$ cat config.mk
export PLATFORM = sky130hd
export DESIGN_NAME = hht_ctrl
export DESIGN_NICKNAME = d
export VERILOG_FILES = /design/src/hdl/hht_pkg.sv /design/src/hdl/hht_ctrl.sv
export SDC_FILE = /design/constraint.sdc
export NUM_CORES = 1
export LEC_CHECK = 0
export ABC_CLOCK_PERIOD_IN_PS = 1800
export BUFFER_PORTS_ARGS = -buffer_cell sky130_fd_sc_hd__buf_2
export CORE_UTILIZATION = 30
export CTS_BUF_LIST = sky130_fd_sc_hd__clkbuf_8
export CTS_CLUSTER_DIAMETER = 30
export DETAILED_ROUTE_END_ITERATION = 8
export GPL_TIMING_DRIVEN = 0
export PLACE_DENSITY = 0.63
export SLEW_MARGIN = 40
export SYNTH_ARGS = -nofsm -noshare
export SYNTH_HDL_FRONTEND = slang
export SYNTH_SLANG_ARGS = --single-unit
$ cat constraint.sdc
create_clock -name clk -period 1.8 [get_ports clk]
set_clock_uncertainty 0.05 [all_clocks]
set_input_delay 0.09 -clock clk [delete_from_list [all_inputs] [get_ports clk]]
set_output_delay 0.09 -clock clk [all_outputs]
set_load 0.02 [all_outputs]
$ cat src/hdl/hht_pkg.sv
// Shared types and constants for the hopscotch hash table.
// Used by the controller, the datapath and the top level; no dependencies.
package hht_pkg;

    // Default geometry handed to the top-level parameters.
    localparam int MAX_TABLE_LOG2_DEF = 12;
    localparam int HOP_RANGE_DEF      = 32;

    // Fixed field widths.
    localparam int KEY_BYTES = 8;
    localparam int KEY_W     = 64;
    localparam int LEN_W     = 4;
    localparam int VAL_W     = 32;
    localparam int CFG_W     = 4;
    localparam int OP_W      = 2;
    localparam int DATA_W    = KEY_W + LEN_W + VAL_W;
    localparam int IN_TDATA_W = 136;

    localparam logic [CFG_W-1:0] CFG_RESET = 4'd12;

    // Operation codes.
    localparam logic [OP_W-1:0] OP_INSERT = 2'd0;
    localparam logic [OP_W-1:0] OP_FIND   = 2'd1;
    localparam logic [OP_W-1:0] OP_DELETE = 2'd2;

    // Controller states.
    typedef enum logic [4:0] {
        ST_CLEAR,
        ST_IDLE,
        ST_PR_RD,
        ST_PR_CHK,
        ST_HOP_CHK,
        ST_HP_RD,
        ST_HP_CHK,
        ST_MV_WR,
        ST_MV_CLR,
        ST_FIN_RD,
        ST_FIN_WR,
        ST_LK_RD,
        ST_LK_MAP,
        ST_LK_SEL,
        ST_LK_CHK,
        ST_DEL_WR,
        ST_DONE
    } state_t;

    // Commands from the controller to the datapath.
    typedef struct packed {
        logic in_ready;
        logic clr_wr;
        logic probe_rd;
        logic probe_inc;
        logic fb_load;
        logic hop_setup;
        logic hop_rd_mv;
        logic hop_adv;
        logic hop_move;
        logic mv_wr;
        logic mv_clr;
        logic fin_wr;
        logic lk_cap;
        logic lk_sel;
        logic del_wr;
        logic res_fail;
        logic res_ok;
        logic res_found;
        logic out_load;
    } cmd_t;

    // Status from the datapath to the controller.
    typedef struct packed {
        logic            in_valid;
        logic [OP_W-1:0] in_op;
        logic [OP_W-1:0] req_op;
        logic            clr_last;
        logic            probe_ge;
        logic            probe_valid;
        logic            dist_lt_h;
        logic            mfd_zero;
        logic            hop_found;
        logic            work_zero;
        logic            match;
        logic            out_free;
    } sts_t;

    // Byte mask that covers the first min(len, KEY_BYTES) key bytes.
    function automatic logic [KEY_W-1:0] key_mask(input logic [LEN_W-1:0] len);
        logic [KEY_W-1:0] m;
        int               n;
        n = (int'(len) < KEY_BYTES) ? int'(len) : KEY_BYTES;
        for (int b = 0; b < KEY_W / 8; b++)
        begin
            m[8*b +: 8] = (b < n) ? 8'hFF : 8'h00;
        end
        return m;
    endfunction

endpackage

$ cat src/hdl/hht_ctrl.sv
// Controller state machine of the hopscotch hash table.
// Depends on hht_pkg for the state, command and status types.
module hht_ctrl
    import hht_pkg::*;
(
    input  logic clk,
    input  logic rst_n,
    input  sts_t sts,
    output cmd_t cmd
);

    state_t state_reg;
    state_t state_next;

    // State register.
    always_ff @(posedge clk or negedge rst_n)
    begin
        if (!rst_n)
        begin
            state_reg <= ST_CLEAR;
        end
        else
        begin
            state_reg <= state_next;
        end
    end

    // Next-state logic.
    always_comb
    begin
        state_next = state_reg;
        case (state_reg)
            ST_CLEAR:
            begin
                if (sts.clr_last)
                begin
                    state_next = ST_IDLE;
                end
            end
            ST_IDLE:
            begin
                if (sts.in_valid)
                begin
                    case (sts.in_op)
                        OP_INSERT: state_next = ST_PR_RD;
                        OP_FIND:   state_next = ST_LK_RD;
                        OP_DELETE: state_next = ST_LK_RD;
                        default:   state_next = ST_DONE;
                    endcase
                end
            end
            ST_PR_RD:   state_next = sts.probe_ge ? ST_DONE : ST_PR_CHK;
            ST_PR_CHK:  state_next = sts.probe_valid ? ST_PR_RD : ST_HOP_CHK;
            ST_HOP_CHK: state_next = sts.dist_lt_h ? ST_FIN_RD : ST_HP_RD;
            ST_HP_RD:   state_next = sts.mfd_zero ? ST_DONE : ST_HP_CHK;
            ST_HP_CHK:  state_next = sts.hop_found ? ST_MV_WR : ST_HP_RD;
            ST_MV_WR:   state_next = ST_MV_CLR;
            ST_MV_CLR:  state_next = ST_HOP_CHK;
            ST_FIN_RD:  state_next = ST_FIN_WR;
            ST_FIN_WR:  state_next = ST_DONE;
            ST_LK_RD:   state_next = ST_LK_MAP;
            ST_LK_MAP:  state_next = ST_LK_SEL;
            ST_LK_SEL:  state_next = sts.work_zero ? ST_DONE : ST_LK_CHK;
            ST_LK_CHK:
            begin
                if (!sts.match)
                begin
                    state_next = ST_LK_SEL;
                end
                else if (sts.req_op == OP_DELETE)
                begin
                    state_next = ST_DEL_WR;
                end
                else
                begin
                    state_next = ST_DONE;
                end
            end
            ST_DEL_WR:  state_next = ST_DONE;
            ST_DONE:
            begin
                if (sts.out_free)
                begin
                    state_next = ST_IDLE;
                end
            end
            default:    state_next = ST_IDLE;
        endcase
    end

    // Command outputs.
    always_comb
    begin
        cmd = '0;
        case (state_reg)
            ST_CLEAR:   cmd.clr_wr = 1'b1;
            ST_IDLE:
            begin
                cmd.in_ready = 1'b1;
                if (sts.in_valid && sts.in_op != OP_INSERT && sts.in_op != OP_FIND &&
                    sts.in_op != OP_DELETE)
                begin
                    cmd.res_fail = 1'b1;
                end
            end
            ST_PR_RD:
            begin
                cmd.probe_rd = 1'b1;
                cmd.res_fail = sts.probe_ge;
            end
            ST_PR_CHK:
            begin
                cmd.probe_inc = sts.probe_valid;
                cmd.fb_load   = !sts.probe_valid;
            end
            ST_HOP_CHK: cmd.hop_setup = !sts.dist_lt_h;
            ST_HP_RD:
            begin
                cmd.hop_rd_mv = 1'b1;
                cmd.res_fail  = sts.mfd_zero;
            end
            ST_HP_CHK:
            begin
                cmd.hop_move = sts.hop_found;
                cmd.hop_adv  = !sts.hop_found;
            end
            ST_MV_WR:   cmd.mv_wr = 1'b1;
            ST_MV_CLR:  cmd.mv_clr = 1'b1;
            ST_FIN_WR:
            begin
                cmd.fin_wr = 1'b1;
                cmd.res_ok = 1'b1;
            end
            ST_LK_MAP:  cmd.lk_cap = 1'b1;
            ST_LK_SEL:
            begin
                cmd.lk_sel   = !sts.work_zero;
                cmd.res_fail = sts.work_zero;
            end
            ST_LK_CHK:  cmd.res_found = sts.match && (sts.req_op == OP_FIND);
            ST_DEL_WR:
            begin
                cmd.del_wr = 1'b1;
                cmd.res_ok = 1'b1;
            end
            ST_DONE:    cmd.out_load = sts.out_free;
            default:    cmd = '0;
        endcase
    end

endmodule

==> results.tsv <==
stage	metric	value	unit
power_and_ir_drop	power_density	1530	nW/um2
logic_synthesis	synth-adder-area-share	6.64	%
drt	wl	2200	um
sta	maxSlewHeadroom	78.7	%
clocking	clock_sinks	5	
power_and_ir_drop	p_seq_share	12.8	%
floorplanning	core-area	2300	um2
global_route	overflow	0	
critical_path	cp-endpoint	cmd[3]	
logic_synthesis	syn_nets	119	
logic_synthesis	yosysWarnings	0	
critical_path	worstRegToRegCells	6	
place	dp_cells	161	
global_route	global_route.usage.met3	5.85	%
drt	wl_per_cell	13.2	um
place	gp_congestion	0.876	
global_route	grt_max_degree	11	
cells_and_area	nets	159	
logic_synthesis	synth_mux_area_share	4.15	%
critical_path	rrSetupSlack	0.27	ns
clocking	cts_max_level	1	
critical_path	crit_cells	5	
sta	tightest_slew	0.319	ns
power_and_ir_drop	pwr-share-comb	74.9	%
cells_and_area	syn2layout_area_growth	40.0	%
power_and_ir_drop	p_sw	0.000831	W
global_route	grt_pass1_vias	826	
drt	ant_nets	0	
floorplanning	start_util	32.8	%
logic_synthesis	yosysUniqueCellTypes	42	
logic_synthesis	synthesis.area	753	um2
power_and_ir_drop	ir_drop	0.657	mV
logic_synthesis	synthTopCellsByArea	dfrtp_1 17%, ha_1 6.6%, nor2_1 5.5%, nor3_1 4.7%, a32oi_1 3.5%	
drt	drt_first_pass_iters	4	
logic_synthesis	synthTopCellsByCount	11 x nor2_1, 7 x nor3_1, 6 x inv_1	
logic_synthesis	synth_flop_cell	dfrtp_1	
floorplanning	die_height	52.1	um
logic_synthesis	synth_top_family_by_area	simple AND/OR/NAND/NOR gates	
cells_and_area	insertedDiodeCount	0	
logic_synthesis	seq_area_frac_synth	16.6	%
sta	period_minus_slack	1.72	ns
critical_path	slowest_delay	0.40	ns
sta	setup_viol	0	
clocking	cts_tree	built	
floorplanning	rows	17	
clocking	insertion_delay	0.22	ns
critical_path	rr_startpoint	state_reg[1]	
sta	drv_slew	0	
logic_synthesis	syn_inst	99	
logic_synthesis	synth_seq_cells	5	
global_route	grt_use_total	17.1	%
sta	setup_tns	0	ns
clocking	cts_buffer_depth	2	
power_and_ir_drop	p_leak	0.553	nW
drt	vias	926	
drt	route.detailed.drc	0	
global_route	antenna_found_initial	0	
critical_path	start_kind	flop	
clocking	root_buffer	clkbuf_8	
critical_path	crit_family	simple AND/OR/NAND/NOR gates	
cells_and_area	largest_register_ffs	5	
logic_synthesis	synth_compound_area_share	18.8	%
logic_synthesis	yosys.area.top_type_share	16.6	%
critical_path	cp.required	1.66	ns
min_path	min_path_type	in2async	
clocking	clk_pin_slew	0.03	ns
floorplanning	die_x	52.1	um
logic_synthesis	synth_xor_area_share	1.16	%
floorplanning	dieArea	2710	um2
critical_path	end_kind	output pin	
sta	rsz0062_at_grt	yes	
critical_path	crit_slowest_cell	dfrtp_1	
sta	hold_viol_final	0	
status	status	complete, no violations	
floorplanning	ioPinCount	35	
cells_and_area	layout.cells.non_filler	166	
critical_path	rr_endpoint	state_reg[2]	
global_route	use_met1	21.6	%
sta	whs	0.155	ns
global_route	grt_first_pass_wirelength	3480	um
logic_synthesis	syn_area_per_cell	7.61	um2
critical_path	crit_arrival	1.58	ns
sta	period_share	95.4	%
logic_synthesis	synth-simple-area-share	41.2	%
global_route	grt-busiest-layer	met2	
power_and_ir_drop	pwr-share-clk	12.3	%
critical_path	path_buf_inv	2	
logic_synthesis	yosysMostFrequentCell	nor2_1	
drt	first_iter_violations	39	
global_route	use_met2	27.6	%
logic_synthesis	synthArstFlopShare	100	%
power_and_ir_drop	netSwitchingFraction	51.6	%
drt	vias_per_cell	5.58	
critical_path	crit_start	state_reg[4]	
logic_synthesis	synth_edf_count	0	
place	place.detailed.hpwl	1700	um
flow_run	cap_violations	0	
critical_path	path_max_fanout	10	
clocking	cts_buffers	3	
power_and_ir_drop	internal_power	0.000780	W
sta	max_freq	583	MHz
logic_synthesis	synth_largest_area_cell	dfrtp_1	
cells_and_area	drive_gt1_share	41.3	%
place	portBuffers	34	
critical_path	worst-setup-path-type	reg2out	
critical_path	path_cells	clkbuf_2 > nor3_2 > a32oi_2 > nand2_1 > buf_4	
==> cell families after synthesis <==
| logic type | Yosys count |
|---|---|
| buf+inv | 15 |
| xor+xnor | 1 |
| flops | 5 |
| mux | 3 |
| simple gates | 52 |
| fa+ha+maj | 4 |
| compound gates | 19 |
==> how the worst min path moves through the flow <==
stage	startpoint	to	slack, ns
after global placement	rst_n	state_reg[1]	-0.14
after floorplan	rst_n	state_reg[0]	-0.26
after detailed placement	rst_n	state_reg[1]	-0.14
after global routing	sts[5]	state_reg[3]	0.15
after CTS	sts[5]	state_reg[3]	0.14
final	rst_n	state_reg[1]	0.16
==> power by group through the flow <==
stage	Combinational, W	Sequential, W	Clock, W
floorplan	0.000826	0.000193	0
global placement	0.00108	0.000202	0
detailed placement	0.00108	0.000205	0
CTS	0.00111	0.000203	0.000204
global route	0.00130	0.000212	0.000216
finish	0.00121	0.000206	0.000199
==> per-stage QoR <==
stage | power (W) | area [um2] | setup WS, ns | util, %
2_1_floorplan | 0.00102 | 753 | 0.146 | -
3_3_place_gp | 0.00128 | 958 | 0.210 | 41.7
3_5_place_dp | 0.00129 | 958 | 0.205 | 41.7
4_1_cts | 0.00152 | 1020 | 0.00747 | 44.6
5_1_grt | 0.00172 | 1050 | -0.00794 | 45.9
6_report | 0.00161 | 1050 | 0.0833 | 45.9
==> per-layer routing <==
metal  wire length [um]  vias to the layer above
met2                999                       59
met5                  0                        -
li1                   -                      439
met1                945                      423
met4                 35                        0
met3                218                        5
==> final cells by class <==
| cell class | instances | area [um2] |
|---|---|---|
| fillers | 229 | 1240 |
| multi-input cells | 79 | 577 |
| repair buffers | 35 | 183 |
| flip-flops and latches | 5 | 125 |
| plain buffers | 9 | 67.6 |
| clock buffers | 3 | 41.3 |
| well taps | 28 | 35.0 |
| inverters | 6 | 22.5 |
| clock inverters | 1 | 3.75 |
==> layout by cell type (no fill, tap or decap), types with 3 or more instances in the layout <==
master	count
ha_1	4
nand2b_1	4
nor3_1	6
dfrtp_1	5
nor2_1	10
buf_2	35
and3_1	4
buf_4	4
a31oi_1	3
nand3_1	4
clkbuf_8	3
nand2_1	5
inv_1	7
==> repair_timing <==
| action | 4_1_cts | 5_1_grt |
|---|---|---|
| hold endpoints to repair | 5 | 0 |
| endpoints found under the setup margin | 2 | 2 |
| hold buffers | 1 | 0 |
| gates resized for setup | 2 | 8 |
| buffers inserted | 0 | 0 |
Note: power is estimated with default switching activity, not from simulation.
